<file path="config.mk">
export PLATFORM = sky130hd
export DESIGN_NAME = running_mean_max_stddev_top
export DESIGN_NICKNAME = d
export VERILOG_FILES = /design/src/rmms_pkg.sv /design/src/rmms_front.sv /design/src/rmms_fpu.sv /design/src/rmms_back.sv /design/src/running_mean_max_stddev_top.sv
export SDC_FILE = /design/constraint.sdc
export NUM_CORES = 2
export LEC_CHECK = 0
export ABC_AREA = 1
export BUFFER_PORTS_ARGS = -buffer_cell sky130_fd_sc_hd__clkbuf_2
export CAP_MARGIN = 30
export CORE_MARGIN = 2
export CORE_UTILIZATION = 56
export CTS_CLUSTER_DIAMETER = 150
export DETAILED_ROUTE_END_ITERATION = 8
export PLACE_DENSITY_LB_ADDON = 0.12
export SETUP_SLACK_MARGIN = 0.05
export SYNTH_ARGS = -nofsm -noshare
export SYNTH_HDL_FRONTEND = slang
export SYNTH_SLANG_ARGS = --single-unit
</file>
<file path="constraint.sdc">
create_clock -name clk -period 12.05 [get_ports clk]
set_input_delay 1.8075 -clock clk [delete_from_list [all_inputs] [get_ports clk]]
set_output_delay 1.8075 -clock clk [all_outputs]
set_load 0.05 [all_outputs]
</file>
<file path="src/rmms_pkg.sv">
// Shared types and codes for the running statistics block.
`timescale 1ns / 1ps
package rmms_pkg;

  localparam logic [31:0] QNAN_BITS = 32'h7FC00000;
  localparam logic [31:0] NEG_INF_BITS = 32'hFF800000;

  // float unit operations
  localparam logic [2:0] OP_MUL  = 3'd0;
  localparam logic [2:0] OP_ADD  = 3'd1;
  localparam logic [2:0] OP_SUB  = 3'd2;
  localparam logic [2:0] OP_DIV  = 3'd3;
  localparam logic [2:0] OP_SQRT = 3'd4;
  localparam logic [2:0] OP_ITOF = 3'd5;

  typedef struct packed {
    logic [2:0]  op;
    logic [31:0] a;
    logic [31:0] b;
    logic [32:0] ival;
  } fpu_req_t;

  typedef struct packed {
    logic        finite;
    logic [31:0] bits;
  } smp_t;

endpackage

</file>
<file path="src/rmms_front.sv">
// Input side: takes sample beats, classifies them and queues them for the back end.
`timescale 1ns / 1ps
module rmms_front import rmms_pkg::*; (
  input  logic        clk,
  input  logic        rst,
  input  logic        in_valid,
  output logic        in_ready,
  input  logic [31:0] sample_bits,
  output logic        q_valid,
  output smp_t        q_item,
  input  logic        q_pop
);

  smp_t       slots [2];
  logic       wp;
  logic       rp;
  logic [1:0] fill;
  logic       push;

  assign in_ready = (fill != 2'd2);
  assign q_valid  = (fill != 2'd0);
  assign q_item   = slots[rp];
  assign push     = in_valid && in_ready;

  always_ff @(posedge clk) begin
    if (rst) begin
      wp   <= 1'b0;
      rp   <= 1'b0;
      fill <= 2'd0;
    end else begin
      if (push) begin
        slots[wp].finite <= (sample_bits[30:23] != 8'hFF);
        slots[wp].bits   <= sample_bits;
        wp               <= ~wp;
      end
      if (q_pop) begin
        rp <= ~rp;
      end
      case ({push, q_pop})
        2'b10:   fill <= fill + 2'd1;
        2'b01:   fill <= fill - 2'd1;
        default: fill <= fill;
      endcase
    end
  end

endmodule

</file>
<file path="src/rmms_fpu.sv">
// Shared binary32 unit: multiply, add, subtract, divide, square root and integer convert.
`timescale 1ns / 1ps
module rmms_fpu import rmms_pkg::*; (
  input  logic        clk,
  input  logic        rst,
  input  logic        start,
  input  fpu_req_t    req,
  output logic        done,
  output logic [31:0] result
);

  typedef struct packed {
    logic [9:0]  e;
    logic [23:0] m;
  } unp_t;

  localparam logic [1:0] S_IDLE = 2'd0;
  localparam logic [1:0] S_RUN  = 2'd1;
  localparam logic [1:0] S_NORM = 2'd2;
  localparam logic [1:0] S_RND  = 2'd3;

  function automatic logic [4:0] lzc24(input logic [23:0] v);
    logic [4:0] n;
    n = 5'd0;
    for (int i = 0; i < 24; i++) begin
      if (v[i]) n = 5'(23 - i);
    end
    return n;
  endfunction

  function automatic logic [4:0] lzc27(input logic [26:0] v);
    logic [4:0] n;
    n = 5'd0;
    for (int i = 0; i < 27; i++) begin
      if (v[i]) n = 5'(26 - i);
    end
    return n;
  endfunction

  function automatic logic [26:0] shr_sticky(input logic [26:0] m, input logic [4:0] sh);
    logic [53:0] t;
    t = {m, 27'b0} >> sh;
    return {t[53:28], t[27] | (|t[26:0])};
  endfunction

  function automatic unp_t unpack(input logic [31:0] x);
    unp_t       u;
    logic [4:0] lz;
    lz = lzc24({1'b0, x[22:0]});
    if (x[30:23] == 8'd0) begin
      u.m = {1'b0, x[22:0]} << lz;
      u.e = 10'd1 - {5'd0, lz};
    end else begin
      u.m = {1'b1, x[22:0]};
      u.e = {2'b0, x[30:23]};
    end
    return u;
  endfunction

  function automatic logic [31:0] fp_round(input logic s, input logic signed [9:0] e,
                                           input logic [26:0] m);
    logic signed [9:0] sh_full;
    logic [4:0]        sh;
    logic [26:0]       ms;
    logic [9:0]        ee;
    logic              up;
    logic [32:0]       w;
    if (e < 10'sd1) begin
      sh_full = 10'sd1 - e;
      sh      = (sh_full > 10'sd27) ? 5'd27 : sh_full[4:0];
      ms      = shr_sticky(m, sh);
      ee      = 10'd0;
    end else begin
      sh_full = 10'sd0;
      sh      = 5'd0;
      ms      = m;
      ee      = e;
    end
    up = ms[2] & (ms[1] | ms[0] | ms[3]);
    w  = {ee, ms[25:3]} + {32'd0, up};
    if (w[32:23] >= 10'd255) begin
      return {s, 8'hFF, 23'd0};
    end
    return {s, w[30:0]};
  endfunction

  logic [1:0]        state;
  logic [2:0]        op_r;
  logic              sgn;
  logic signed [9:0] ex;
  logic [26:0]       man;
  logic              spec;
  logic [31:0]       spec_val;
  logic [29:0]       rem;
  logic [26:0]       quo;
  logic [23:0]       dvs;
  logic [53:0]       rad;
  logic [32:0]       ival;
  logic [4:0]        cnt;

  logic [31:0]       a_op, b_op, big, sml;
  unp_t              ua, ub;
  logic              nan_a, nan_b, inf_a, inf_b, z_a, z_b, sgn_x;
  logic [47:0]       prod;
  logic              a_big;
  logic [7:0]        e_big, e_sml, dexp;
  logic [26:0]       al;
  logic [27:0]       abig, sum;
  logic              spec_n;
  logic [31:0]       spec_v;
  logic              div_lt;
  logic signed [9:0] e_mul, e_div, unb, e_sq;
  logic [24:0]       sq_m;
  logic [29:0]       rsub, rem2, trial, sdiff;
  logic [4:0]        lz;

  always_comb begin
    a_op   = req.a;
    b_op   = (req.op == OP_SUB) ? {~req.b[31], req.b[30:0]} : req.b;
    ua     = unpack(a_op);
    ub     = unpack(b_op);
    nan_a  = (&a_op[30:23]) && (|a_op[22:0]);
    nan_b  = (&b_op[30:23]) && (|b_op[22:0]);
    inf_a  = (&a_op[30:23]) && !(|a_op[22:0]);
    inf_b  = (&b_op[30:23]) && !(|b_op[22:0]);
    z_a    = ~|a_op[30:0];
    z_b    = ~|b_op[30:0];
    sgn_x  = a_op[31] ^ b_op[31];
    prod   = ua.m * ub.m;

    // align the smaller magnitude under the larger one
    a_big  = (a_op[30:0] >= b_op[30:0]);
    big    = a_big ? a_op : b_op;
    sml    = a_big ? b_op : a_op;
    e_big  = (big[30:23] == 8'd0) ? 8'd1 : big[30:23];
    e_sml  = (sml[30:23] == 8'd0) ? 8'd1 : sml[30:23];
    dexp   = e_big - e_sml;
    al     = shr_sticky({(sml[30:23] != 8'd0), sml[22:0], 3'b000},
                        (dexp > 8'd27) ? 5'd27 : dexp[4:0]);
    abig   = {1'b0, (big[30:23] != 8'd0), big[22:0], 3'b000};
    sum    = (big[31] ^ sml[31]) ? (abig - {1'b0, al}) : (abig + {1'b0, al});

    div_lt = (ua.m < ub.m);
    e_mul  = $signed(ua.e) + $signed(ub.e) - 10'sd127;
    e_div  = $signed(ua.e) - $signed(ub.e) + 10'sd127 - (div_lt ? 10'sd1 : 10'sd0);
    unb    = $signed(ua.e) - 10'sd127;
    sq_m   = unb[0] ? {ua.m, 1'b0} : {1'b0, ua.m};
    e_sq   = ((unb - (unb[0] ? 10'sd1 : 10'sd0)) >>> 1) + 10'sd127;

    spec_n = 1'b0;
    spec_v = QNAN_BITS;
    case (req.op)
      OP_MUL: begin
        if (nan_a || nan_b || (inf_a && z_b) || (z_a && inf_b)) begin
          spec_n = 1'b1;
        end else if (inf_a || inf_b) begin
          spec_n = 1'b1;
          spec_v = {sgn_x, 8'hFF, 23'd0};
        end else if (z_a || z_b) begin
          spec_n = 1'b1;
          spec_v = {sgn_x, 31'd0};
        end
      end
      OP_ADD, OP_SUB: begin
        spec_n = 1'b1;
        if (nan_a || nan_b || (inf_a && inf_b && sgn_x)) begin
          spec_v = QNAN_BITS;
        end else if (inf_a) begin
          spec_v = a_op;
        end else if (inf_b) begin
          spec_v = b_op;
        end else if (z_a && z_b) begin
          spec_v = {a_op[31] & b_op[31], 31'd0};
        end else if (z_a) begin
          spec_v = b_op;
        end else if (z_b) begin
          spec_v = a_op;
        end else if (sum == 28'd0) begin
          spec_v = 32'd0;
        end else begin
          spec_n = 1'b0;
        end
      end
      OP_DIV: begin
        if (nan_a || nan_b || (z_a && z_b) || (inf_a && inf_b)) begin
          spec_n = 1'b1;
        end else if (inf_a || z_b) begin
          spec_n = 1'b1;
          spec_v = {sgn_x, 8'hFF, 23'd0};
        end else if (z_a || inf_b) begin
          spec_n = 1'b1;
          spec_v = {sgn_x, 31'd0};
        end
      end
      OP_SQRT: begin
        if (nan_a || (a_op[31] && !z_a)) begin
          spec_n = 1'b1;
        end else if (inf_a || z_a) begin
          spec_n = 1'b1;
          spec_v = a_op;
        end
      end
      OP_ITOF: begin
        if (req.ival == 33'd0) begin
          spec_n = 1'b1;
          spec_v = 32'd0;
        end
      end
      default: spec_n = 1'b1;
    endcase

    rsub  = rem - {6'd0, dvs};
    rem2  = {rem[27:0], rad[53:52]};
    trial = {1'b0, quo, 2'b01};
    sdiff = rem2 - trial;
    lz    = lzc27(rem[26:0]);
  end

  always_ff @(posedge clk) begin
    if (rst) begin
      state <= S_IDLE;
      done  <= 1'b0;
    end else begin
      // pulse done for the cycle after rounding
      done <= (state == S_RND);
      case (state)
        S_IDLE: begin
          if (start) begin
            op_r     <= req.op;
            spec     <= spec_n;
            spec_val <= spec_v;
            if (spec_n) begin
              state <= S_RND;
            end else begin
              case (req.op)
                OP_MUL: begin
                  sgn <= sgn_x;
                  if (prod[47]) begin
                    ex  <= e_mul + 10'sd1;
                    man <= {prod[47:22], |prod[21:0]};
                  end else begin
                    ex  <= e_mul;
                    man <= {prod[46:21], |prod[20:0]};
                  end
                  state <= S_RND;
                end
                OP_ADD, OP_SUB: begin
                  sgn   <= big[31];
                  ex    <= $signed({2'b0, e_big});
                  rem   <= {2'b0, sum};
                  state <= S_NORM;
                end
                OP_DIV: begin
                  sgn   <= sgn_x;
                  ex    <= e_div;
                  rem   <= div_lt ? {5'd0, ua.m, 1'b0} : {6'd0, ua.m};
                  dvs   <= ub.m;
                  quo   <= 27'd0;
                  cnt   <= 5'd27;
                  state <= S_RUN;
                end
                OP_SQRT: begin
                  sgn   <= 1'b0;
                  ex    <= e_sq;
                  rad   <= {sq_m, 29'd0};
                  rem   <= 30'd0;
                  quo   <= 27'd0;
                  cnt   <= 5'd27;
                  state <= S_RUN;
                end
                OP_ITOF: begin
                  sgn   <= 1'b0;
                  ex    <= 10'sd159;
                  ival  <= req.ival;
                  state <= S_RUN;
                end
                default: state <= S_RND;
              endcase
            end
          end
        end
        S_RUN: begin
          case (op_r)
            OP_DIV, OP_SQRT: begin
              if (cnt == 5'd0) begin
                man   <= {quo[26:1], quo[0] | (rem != 30'd0)};
                state <= S_RND;
              end else begin
                cnt <= cnt - 5'd1;
                if (op_r == OP_DIV) begin
                  if (rem >= {6'd0, dvs}) begin
                    rem <= {rsub[28:0], 1'b0};
                    quo <= {quo[25:0], 1'b1};
                  end else begin
                    rem <= {rem[28:0], 1'b0};
                    quo <= {quo[25:0], 1'b0};
                  end
                end else begin
                  rad <= {rad[51:0], 2'b00};
                  if (rem2 >= trial) begin
                    rem <= sdiff;
                    quo <= {quo[25:0], 1'b1};
                  end else begin
                    rem <= rem2;
                    quo <= {quo[25:0], 1'b0};
                  end
                end
              end
            end
            OP_ITOF: begin
              if (ival[32]) begin
                man   <= {ival[32:7], |ival[6:0]};
                state <= S_RND;
              end else if (ival[32:25] == 8'd0) begin
                ival <= {ival[24:0], 8'd0};
                ex   <= ex - 10'sd8;
              end else begin
                ival <= {ival[31:0], 1'b0};
                ex   <= ex - 10'sd1;
              end
            end
            default: state <= S_RND;
          endcase
        end
        S_NORM: begin
          if (rem[27]) begin
            man <= {rem[27:2], rem[1] | rem[0]};
            ex  <= ex + 10'sd1;
          end else begin
            man <= rem[26:0] << lz;
            ex  <= ex - $signed({5'd0, lz});
          end
          state <= S_RND;
        end
        S_RND: begin
          result <= spec ? spec_val : fp_round(sgn, ex, man);
          state  <= S_IDLE;
        end
        default: state <= S_IDLE;
      endcase
    end
  end

endmodule

</file>
<file path="src/rmms_back.sv">
// Back end: sequences the float unit over one sample and holds the running statistics.
`timescale 1ns / 1ps
module rmms_back import rmms_pkg::*; #(
  parameter int COUNT_BITS = 32
) (
  input  logic        clk,
  input  logic        rst,
  input  logic        q_valid,
  input  smp_t        q_item,
  output logic        q_pop,
  output logic        fpu_start,
  output fpu_req_t    fpu_req,
  input  logic        fpu_done,
  input  logic [31:0] fpu_result,
  output logic        out_valid,
  input  logic        out_ready,
  output logic        accepted,
  output logic [31:0] mean_value,
  output logic [31:0] max_value,
  output logic [31:0] std_dev_value,
  output logic [31:0] good_count,
  output logic [31:0] rejected_count,
  output logic [31:0] latest_value
);

  localparam logic [COUNT_BITS-1:0] CNT_MAX = '1;

  localparam logic [1:0] B_IDLE  = 2'd0;
  localparam logic [1:0] B_ISSUE = 2'd1;
  localparam logic [1:0] B_WAIT  = 2'd2;
  localparam logic [1:0] B_DONE  = 2'd3;

  // sequencer steps
  localparam logic [3:0] ST_NF    = 4'd0;
  localparam logic [3:0] ST_N1F   = 4'd1;
  localparam logic [3:0] ST_MNF   = 4'd2;
  localparam logic [3:0] ST_ADDX  = 4'd3;
  localparam logic [3:0] ST_MEAN  = 4'd4;
  localparam logic [3:0] ST_DELTA = 4'd5;
  localparam logic [3:0] ST_SS    = 4'd6;
  localparam logic [3:0] ST_T1    = 4'd7;
  localparam logic [3:0] ST_K     = 4'd8;
  localparam logic [3:0] ST_DD    = 4'd9;
  localparam logic [3:0] ST_T2    = 4'd10;
  localparam logic [3:0] ST_SUM   = 4'd11;
  localparam logic [3:0] ST_VAR   = 4'd12;
  localparam logic [3:0] ST_SQRT  = 4'd13;

  function automatic logic fp_gt(input logic [31:0] a, input logic [31:0] b);
    if ((a[30:0] == 31'd0) && (b[30:0] == 31'd0)) return 1'b0;
    if (a[31] != b[31]) return !a[31];
    if (!a[31]) return a[30:0] > b[30:0];
    return a[30:0] < b[30:0];
  endfunction

  logic [1:0]            bstate;
  logic [3:0]            step;
  logic                  good;
  logic [31:0]           x;
  logic [31:0]           mean, maxv, sd, latest;
  logic [COUNT_BITS-1:0] cnt, bad;
  logic [31:0]           nf, n1f, nm, d, t1, k, acc;
  logic [32:0]           n33;
  logic                  commit;

  assign q_pop     = (bstate == B_IDLE) && q_valid;
  assign fpu_start = (bstate == B_ISSUE);
  assign n33       = 33'(cnt);
  assign commit    = (bstate == B_DONE) && (!out_valid || out_ready);

  // outputs follow the state, which only moves when the output slot frees
  assign mean_value     = mean;
  assign max_value      = maxv;
  assign std_dev_value  = sd;
  assign good_count     = 32'(cnt);
  assign rejected_count = 32'(bad);
  assign latest_value   = latest;

  always_comb begin
    fpu_req.ival = n33;
    fpu_req.a    = acc;
    fpu_req.b    = acc;
    fpu_req.op   = OP_MUL;
    case (step)
      ST_NF:    fpu_req.op = OP_ITOF;
      ST_N1F: begin
        fpu_req.op   = OP_ITOF;
        fpu_req.ival = n33 + 33'd1;
      end
      ST_MNF: begin
        fpu_req.a = mean;
        fpu_req.b = nf;
      end
      ST_ADDX: begin
        fpu_req.op = OP_ADD;
        fpu_req.b  = x;
      end
      ST_MEAN: begin
        fpu_req.op = OP_DIV;
        fpu_req.b  = n1f;
      end
      ST_DELTA: begin
        fpu_req.op = OP_SUB;
        fpu_req.a  = nm;
        fpu_req.b  = mean;
      end
      ST_SS: begin
        fpu_req.a = sd;
        fpu_req.b = sd;
      end
      ST_T1:    fpu_req.a = nf;
      ST_K: begin
        fpu_req.a = nf;
        fpu_req.b = n1f;
      end
      ST_DD: begin
        fpu_req.a = d;
        fpu_req.b = d;
      end
      ST_T2:    fpu_req.a = k;
      ST_SUM: begin
        fpu_req.op = OP_ADD;
        fpu_req.a  = t1;
      end
      ST_VAR: begin
        fpu_req.op = OP_DIV;
        fpu_req.b  = n1f;
      end
      ST_SQRT:  fpu_req.op = OP_SQRT;
      default:  fpu_req.op = OP_MUL;
    endcase
  end

  always_ff @(posedge clk) begin
    if (rst) begin
      bstate    <= B_IDLE;
      step      <= ST_NF;
      mean      <= 32'd0;
      maxv      <= NEG_INF_BITS;
      sd        <= 32'd0;
      latest    <= 32'd0;
      cnt       <= '0;
      bad       <= '0;
      out_valid <= 1'b0;
      accepted  <= 1'b0;
    end else begin
      if (commit) begin
        out_valid <= 1'b1;
      end else if (out_ready) begin
        out_valid <= 1'b0;
      end
      case (bstate)
        B_IDLE: begin
          if (q_valid) begin
            x      <= q_item.bits;
            good   <= q_item.finite;
            step   <= ST_NF;
            bstate <= q_item.finite ? B_ISSUE : B_DONE;
          end
        end
        B_ISSUE: bstate <= B_WAIT;
        B_WAIT: begin
          if (fpu_done) begin
            case (step)
              ST_NF:    nf  <= fpu_result;
              ST_N1F:   n1f <= fpu_result;
              ST_MEAN:  nm  <= fpu_result;
              ST_DELTA: d   <= fpu_result;
              ST_T1:    t1  <= fpu_result;
              ST_K:     k   <= fpu_result;
              default:  acc <= fpu_result;
            endcase
            if (step == ST_SQRT) begin
              bstate <= B_DONE;
            end else begin
              step   <= step + 4'd1;
              bstate <= B_ISSUE;
            end
          end
        end
        B_DONE: begin
          if (commit) begin
            if (good) begin
              mean   <= nm;
              sd     <= acc;
              latest <= x;
              if (fp_gt(x, maxv)) maxv <= x;
              if (cnt != CNT_MAX) cnt <= cnt + COUNT_BITS'(1);
            end else begin
              if (bad != CNT_MAX) bad <= bad + COUNT_BITS'(1);
            end
            accepted <= good;
            bstate   <= B_IDLE;
          end
        end
        default: bstate <= B_IDLE;
      endcase
    end
  end

endmodule

</file>
<file path="src/running_mean_max_stddev_top.sv">
// A non-finite sample passes through the input queue and the back end's done state to
// out_valid with no float step. A finite sample needs fourteen dependent float steps on
// one shared unit, among them two divides and a square root that each develop 27 result
// bits; a zero or special operand lets a step skip straight to rounding. One sample is
// worked at a time; a two-entry queue takes new beats meanwhile.
// Reset (rst, synchronous): mean, deviation and latest to +0, max to -inf, counts to 0.
`timescale 1ns / 1ps
module running_mean_max_stddev_top import rmms_pkg::*; #(
  parameter int COUNT_BITS = 32
) (
  input  logic        clk,
  input  logic        rst,
  input  logic        in_valid,
  output logic        in_ready,
  input  logic [31:0] sample_bits,
  output logic        out_valid,
  input  logic        out_ready,
  output logic        accepted,
  output logic [31:0] mean_value,
  output logic [31:0] max_value,
  output logic [31:0] std_dev_value,
  output logic [31:0] good_count,
  output logic [31:0] rejected_count,
  output logic [31:0] latest_value
);

  logic        q_valid;
  smp_t        q_item;
  logic        q_pop;
  logic        fpu_start;
  fpu_req_t    fpu_req;
  logic        fpu_done;
  logic [31:0] fpu_result;

  rmms_front u_front (
    .clk         (clk),
    .rst         (rst),
    .in_valid    (in_valid),
    .in_ready    (in_ready),
    .sample_bits (sample_bits),
    .q_valid     (q_valid),
    .q_item      (q_item),
    .q_pop       (q_pop)
  );

  rmms_fpu u_fpu (
    .clk    (clk),
    .rst    (rst),
    .start  (fpu_start),
    .req    (fpu_req),
    .done   (fpu_done),
    .result (fpu_result)
  );

  rmms_back #(.COUNT_BITS(COUNT_BITS)) u_back (
    .clk            (clk),
    .rst            (rst),
    .q_valid        (q_valid),
    .q_item         (q_item),
    .q_pop          (q_pop),
    .fpu_start      (fpu_start),
    .fpu_req        (fpu_req),
    .fpu_done       (fpu_done),
    .fpu_result     (fpu_result),
    .out_valid      (out_valid),
    .out_ready      (out_ready),
    .accepted       (accepted),
    .mean_value     (mean_value),
    .max_value      (max_value),
    .std_dev_value  (std_dev_value),
    .good_count     (good_count),
    .rejected_count (rejected_count),
    .latest_value   (latest_value)
  );

  a_good_mono: assert property (@(posedge clk) disable iff (rst)
    !$past(rst) |-> good_count >= $past(good_count))
    else $error("good count went backward");

  a_rej_mono: assert property (@(posedge clk) disable iff (rst)
    !$past(rst) |-> rejected_count >= $past(rejected_count))
    else $error("rejected count went backward");

  a_acc_finite: assert property (@(posedge clk) disable iff (rst)
    (out_valid && accepted) |-> (latest_value[30:23] != 8'hFF && good_count != 32'd0))
    else $error("accepted beat without a finite latest sample");

endmodule

</file>
# Yosys cells after proc, flatten, opt, wreduce, memory -nomap -nowiden
# Memories as Yosys holds them, arrays and structs flattened. A register that Yosys moved wholly into a read port is not among the register bits.
# Index checks and enable logic that the tools add are counted.
[word_totals]
ff_bits = 743
ram_bits = 66
inputBits = 36
out_inout_bits = 195
word_cells = 509
memories = 1
[mem_list]
columns = ["name", "depth", "word_bits", "rd", "rd_ports_with_merged_regs", "wr", "line", "source"]
rows = [
  ["u_front.slots", 2, 33, 1, 1, 1, "rmms_front.sv:14", "smp_t slots [2];"],
]
[classes]
add_sub_neg = 29
mul = 1
order_cmp = 10
n_eq_ne = 54
shift = 5
n_mux = 247
bitwise = 17
n_reduce_logical = 107
[ops]
columns = ["op", "count"]
rows = [
  ["$mux W32", 20],
  ["$mux W5", 80],
  ["$mux W27", 12],
  ["$mux W54", 6],
  ["$mux W33", 7],
  ["$pmux W32 S7", 1],
  ["$mux W30", 7],
  ["$pmux W32 S6", 1],
  ["$pmux W32 S5", 1],
  ["$pmux W27 S2", 2],
  ["$pmux W54 S2", 1],
  ["$mux W10", 10],
  ["$pmux W30 S3", 1],
  ["$pmux W27 S3", 1],
  ["$mux W26", 3],
  ["$mux W34", 2],
  ["$pmux W33 S2", 1],
  ["$add A32 B1 Y32 const B", 2],
  ["$ne A32 B32 Y1 const B", 2],
  ["$logic_not A31 Y1", 2],
  ["$mux W31", 2],
  ["$reduce_or A31 Y1", 2],
  ["$pmux W30 S2", 1],
  ["$mux W1", 59],
  ["101 further kinds", 244],
]

# Logic depth before layout (Yosys ltp)
[depth]
depth_word = 38
ltp_mapped = 91
depth_no_buf = 87

# Modules after synthesis
# A second synthesis with hierarchy kept.
[unflattened]
hier_cells = 9675
area_unflattened_um2 = 73805.8
[by_module_without_submodules]
columns = ["module", "instances", "cells_per_inst", "area_per_inst_um2"]
rows = [
  ["rmms_fpu", 1, 7296, 50407.1],
  ["rmms_back", 1, 2240, 20612.3],
  ["rmms_front", 1, 139, 2786.4],
]

# Worst setup path after synthesis
# Ideal clock, no wire load.
[synth_path]
kind = "register to register"
from = "reg u_back.step[0]"
to = "reg u_fpu.dvs[0] (enable)"
setup_time_ns = 0.466
arrival_ns = 12.171
required_time_ns = 11.584
setup_slack_ns = -0.587
path_stages_with_launch = 75
path_buffers = 7
synth_period_minus_slack_ns = 12.637
cell_sequence = "dfxtp_1 inv_1 ha_1 clkbuf_1 nand2_1 buf_2 clkbuf_1 o21ai_0 nor2_1 nand2_1 nor2_1 inv_1 ha_1 nand2_1 a21oi_1 nor2_1 nand2_1 nand2_1 [39 not listed] a21oi_1 o21ai_0 nand2_1 nand2_1 a21oi_1 inv_1 a21oi_1 o21bai_1 nand3_1 o21ai_0 nand2_1 nand3_1 nor2_1 nand3_1 nor2_4 a21oi_2 o21ai_4 nor4_1"
[synth_between]
elab_chain_cells = 27
word_cells_on_any_way = 105
cone_classes = "3 x add/sub; 2 x order compare; 18 x eq/ne; 1 x shift; 28 x mux; 5 x bitwise; 48 x reduce/logical"
[synth_lines]
columns = ["element", "line", "source"]
rows = [
  ["from (decl)", "rmms_back.sv:57", "logic [3:0] step;"],
  ["from (signal assigned)", "rmms_back.sv:176", "step <= step + 4'd1;"],
  ["$eq A4 B4 Y1 / $eq A4 B3 Y1 (equally long branches)", "rmms_back.sv:84", "case (step)"],
  ["$reduce_or A3 Y1 (no line)", "--", ""],
  ["$pmux W32 S6", "rmms_back.sv:84", ""],
  ["$mux W32", "rmms_fpu.sv:119", "b_op = (req.op == OP_SUB) ? {~req.b[31], req.b[30:0]} : req.b;"],
  ["$ge A31 B31 Y1", "rmms_fpu.sv:132", "a_big = (a_op[30:0] >= b_op[30:0]);"],
  ["$mux W32 (on tied branches)", "rmms_fpu.sv:133, rmms_fpu.sv:134", ""],
  ["$logic_not A8 Y1 (on tied branches)", "rmms_fpu.sv:135, rmms_fpu.sv:136", ""],
  ["$mux W8 (on tied branches)", "rmms_fpu.sv:135, rmms_fpu.sv:136", ""],
  ["[12 not listed]", "--", ""],
  ["$mux W1", "rmms_fpu.sv:172", "end else if (z_a && z_b) begin"],
  ["$mux W1", "rmms_fpu.sv:170", "end else if (inf_b) begin"],
  ["$mux W1", "rmms_fpu.sv:168", "end else if (inf_a) begin"],
  ["$mux W1", "rmms_fpu.sv:166", "if (nan_a || nan_b || (inf_a && inf_b && sgn_x)) begin"],
  ["$pmux W1 S5 (*)", "rmms_fpu.sv:152", "case (req.op)"],
  ["net u_fpu.spec_n", "rmms_fpu.sv:109", "logic spec_n;"],
  ["$not A1 Y1 (no line) (*)", "--", ""],
  ["$reduce_and A5 Y1 (no line) (*)", "--", ""],
  ["to (signal assigned)", "rmms_fpu.sv:257", "dvs <= ub.m;"],
  ["to (decl)", "rmms_fpu.sv:96", "logic [23:0] dvs;"],
]
# The timed path passes the listed nets; every way through them passes the cells marked *.
# A chain may end at the register's enable or synchronous reset.

# Worst setup path in the final report
[layout_path]
from = "reg u_back.step[1]"
to = "reg u_fpu.ex[7], data pin"
[layout_between]
elab_chain_cells = 37
word_cells_on_any_way = 106
cone_classes = "11 x add/sub; 1 x mul; 2 x order compare; 18 x eq/ne; 2 x shift; 61 x mux; 11 x reduce/logical"
[layout_lines]
columns = ["element", "line", "source"]
rows = [
  ["$eq A4 B4 Y1 / $eq A4 B3 Y1 (equally long branches)", "rmms_back.sv:84", ""],
  ["$reduce_or A3 Y1 (no line)", "--", ""],
  ["$pmux W32 S6", "rmms_back.sv:84", ""],
  ["$mux W32", "rmms_fpu.sv:119", ""],
  ["$mux W5 (23 in a row)", "rmms_fpu.sv:26", "if (v[i]) n = 5'(23 - i);"],
  ["$sub A1 B5 Y6", "rmms_fpu.sv:52", "u.e = 10'd1 - {5'd0, lz};"],
  ["$mux W34", "rmms_fpu.sv:50", "if (x[30:23] == 8'd0) begin"],
  ["$add A10 B10 Y10", "rmms_fpu.sv:144", "e_mul = $signed(ua.e) + $signed(ub.e) - 10'sd127;"],
  ["$sub A10 B8 Y10", "rmms_fpu.sv:144", ""],
  ["$add A10 B2 Y10", "rmms_fpu.sv:239", "ex <= e_mul + 10'sd1;"],
  ["$mux W10", "rmms_fpu.sv:238", "if (prod[47]) begin"],
  ["$pmux W10 S5 (*)", "rmms_fpu.sv:235", "case (req.op)"],
  ["$mux W10 (*)", "rmms_fpu.sv:232", "if (spec_n) begin"],
  ["$mux W10 (*)", "rmms_fpu.sv:228", "if (start) begin"],
  ["$pmux W10 S3 (*)", "rmms_fpu.sv:226", "case (state)"],
  ["to (signal assigned)", "rmms_fpu.sv:239", ""],
  ["to (signal assigned)", "rmms_fpu.sv:242", "ex <= e_mul;"],
  ["to (signal assigned)", "rmms_fpu.sv:249", "ex <= $signed({2'b0, e_big});"],
  ["to (decl)", "rmms_fpu.sv:90", "logic signed [9:0] ex;"],
]
# Mark *: on every way between the ends. The rest lies on a longest branch, timed or not. The select of a mux whose other input is x is not followed.

==> metrics.cfg <==
[synth]
ys_async_sr_fraction_pct=0
avgSynthCellArea_um2=7.52
synth.most_common_cell=nand2_1
synthesis.area_um2=73700
synth_warnings=0
synthCells=9811
synth_cell_types=84
synthTopCellsByArea=edfxtp_1, fa_1, nand2_1
ys_seq_area_share_pct=29.0
synth_edf_count=573
synth_top_area_share_pct=23.3
syn-num-nets=10800
synth_largest_area_cell=edfxtp_1
synth_ff_type=edfxtp_1
ys_ff_latch=781
synthTopCellsByCount=nand2_1, inv_1, nor2_1

[grt]
antenna_found_initial=14
grt_pass1_wl_mm=451
grt_pass1_vias=72900
grt_overflow=0
grt_max_degree=92
grt_usage_pct=44.4

[cts]
clockRootBuffer=clkbuf_16
clock-sinks=781
cts_buffer_depth=3
clock_latency_ns=0.73
hold_buffers=0
htree_levels=3
cts_made_buffers=85
cts_tree=yes
clk_pin_slew_ns=0.06

[job]
maxCapViolCount=0

[floorplan]
fp.dieW_um=367
io_pins=231
coreArea_um2=131000
start_util_pct=56.2
die_h_um=367
rows=133
die-area_um2=135000

[placed_design]
gp_congestion=1.09
dp_hpwl_mm=241
io_buffers=230
dp_slack_ns=-0.229

[cells_and_area]
seq_area_um2=21400
largest_reg_flops=66
multiInputGateArea_um2=45800
reg.largest.list=u_front.slots (66), u_fpu.ival (33)
syn_to_final_growth_pct=17.6
largest-register=u_front.slots
final_nets=11600
final.fill_count=11200
final_core_util_pct=66.1
drive_gt1_share_pct=14.7

[min_path]
hp-start=u_back.latest_value[18]
min_to=u_back.latest_value[18]
hold_depth=2
hold_class=reg2reg

[setup_path]
crit_type=reg2reg
critPathSlowestCell=fa_1
crit_path_start_kind=flop
end_kind=flop
cp_num_buf_inv=14
crit_family=adder cells
critPathMaxStageDelay_ns=0.57
critPathArrivalTime_ns=12.22
r2r_slack_ns=0.29
cp_common_cell=nand2_1
r2r-start=u_back.step[1]
reg2reg_to=u_fpu.ex[7]
crit_fanout=17
crit_required_ns=12.50
reg2reg_depth=78

[drt]
num_vias=75800
wirelength_mm=306
remaining_drc_errors=4
ant_nets=0
wl_per_cell_um=24.6
drtIter0Drc=9820
drt-vias-per-instance=6.09
firstDrtPassIters=9

[sta]
rsz0062_at_grt=yes
slew_violations=0
fin_crit_ns=11.76
fin_crit_sh_pct=97.6
hold_violations=0
tns_ns=0
slew_headroom_pct=27.5
fmax_mhz=85.0
final.setup_skew_ns=0.0424
finalSetupViolations=0
setup_ws_ns=0.286
worst_slew_pin_slew_ns=1.09

[run_status]
violations=design-rule violations
status=finished, violations left

-- area by class of cell --
class | instances | area share (%)
multi-input combinational | 7132 | 52.9
sequential | 781 | 24.7
timing repair buffer | 1136 | 9.94
inverter | 1478 | 6.43
clock buffer | 110 | 2.66
tap | 1755 | 2.53
clock inverter | 50 | 0.905
antenna | 3 | 0.00866
-- per-layer routing --
| layer | part of all wire [%] | GRT usage [%] |
|---|---|---|
| met1 | 37 | 57.3 |
| met2 | 43 | 66.7 |
| met3 | 13 | 13.3 |
| met4 | 7.0 | 24.6 |
| met5 | 0.12 | 0 |
-- kinds of logic after synthesis --
| logic type | after synthesis | share of synthesized area (%) |
|---|---|---|
| AO/OA/AOI/OAI | 1822 | 14.0 |
| XOR/XNOR | 169 | 2.02 |
| adder cells (fa/ha/maj) | 960 | 21.3 |
| buffers and inverters | 1901 | 10.1 |
| flip-flops | 781 | 29.0 |
| multiplexers | 25 | 0.339 |
| AND/OR/NAND/NOR | 4153 | 23.3 |
-- through the flow --
step | hold slack [ns] | instances | area (µm²)
floorplan | 0.440 | 9811 | 73700
finish | 0.467 | 12400 | 86700
global placement | 0.450 | 12200 | 82300
global route | 0.496 | 12400 | 86700
detailed placement | 0.458 | 12200 | 82400
CTS | 0.467 | 12400 | 85500
-- how the worst max path moves through the flow --
stage | cells past startpoint | slack [ns] | start | endpoint
floorplan | 76 | 0.26 | u_back.step[0] | u_fpu.cnt[0]
global placement | 68 | -0.15 | u_back.step[0] | u_fpu.dvs[18]
detailed placement | 66 | -0.23 | u_back.step[0] | u_fpu.ex[9]
CTS | 73 | 0.07 | u_back.step[0] | u_fpu.dvs[12]
global route | 78 | -0.34 | u_back.step[0] | u_fpu.ex[7]
finish | 78 | 0.29 | u_back.step[1] | u_fpu.ex[7]
-- cells in the final DEF (no fill, tap or decap), types with 17 or more instances in the layout --
master | synthesis | routed
fa_1 | 489 | 486
o211ai_1 | 70 | 70
mux2i_1 | 25 | 23
nand2_2 | 24 | 45
nand2_1 | 2485 | 2461
nand4_1 | 114 | 114
edfxtp_1 | 573 | 573
nor2_2 | 21 | 41
clkbuf_16 | 0 | 86
a211oi_1 | 30 | 29
o21ai_0 | 789 | 729
o21ai_1 | 54 | 85
o21ai_2 | 6 | 29
clkbuf_2 | 0 | 230
buf_4 | 17 | 837
inv_2 | 26 | 31
nand3_1 | 417 | 410
dfxtp_1 | 208 | 205
xnor2_1 | 56 | 56
nor2_4 | 6 | 17
a221oi_1 | 38 | 38
ha_1 | 471 | 455
buf_6 | 13 | 19
nor3_1 | 114 | 106
a21oi_1 | 551 | 534
nor4_1 | 53 | 51
inv_1 | 1435 | 1424
clkinv_1 | 14 | 21
a31oi_1 | 28 | 27
xor2_1 | 112 | 112
o22ai_1 | 61 | 61
a22oi_1 | 34 | 34
nor2_1 | 853 | 823
o221ai_1 | 53 | 53
buf_12 | 0 | 44
-- worst register-to-register path: cells and delay by family, from the launching register on --
family / cells / cell delay, ns
AO/OA/AOI/OAI: 9 / 1.45
adder cells (fa/ha/maj): 10 / 4.25
buffers and inverters: 14 / 1.50
flip-flops: 1 / 0.37
AND/OR/NAND/NOR: 45 / 3.92
-- what timing repair did --
item	CTS	global route
setup endpoints to repair	201	235
hold endpoints to repair	0	0
setup buffers	1	36
gates resized for setup	9	237
pin swaps	1	57
gates cloned	0	4
Power is not shown: default switching activity piles up to over one toggle a cycle in this logic, so the estimate is an artifact.
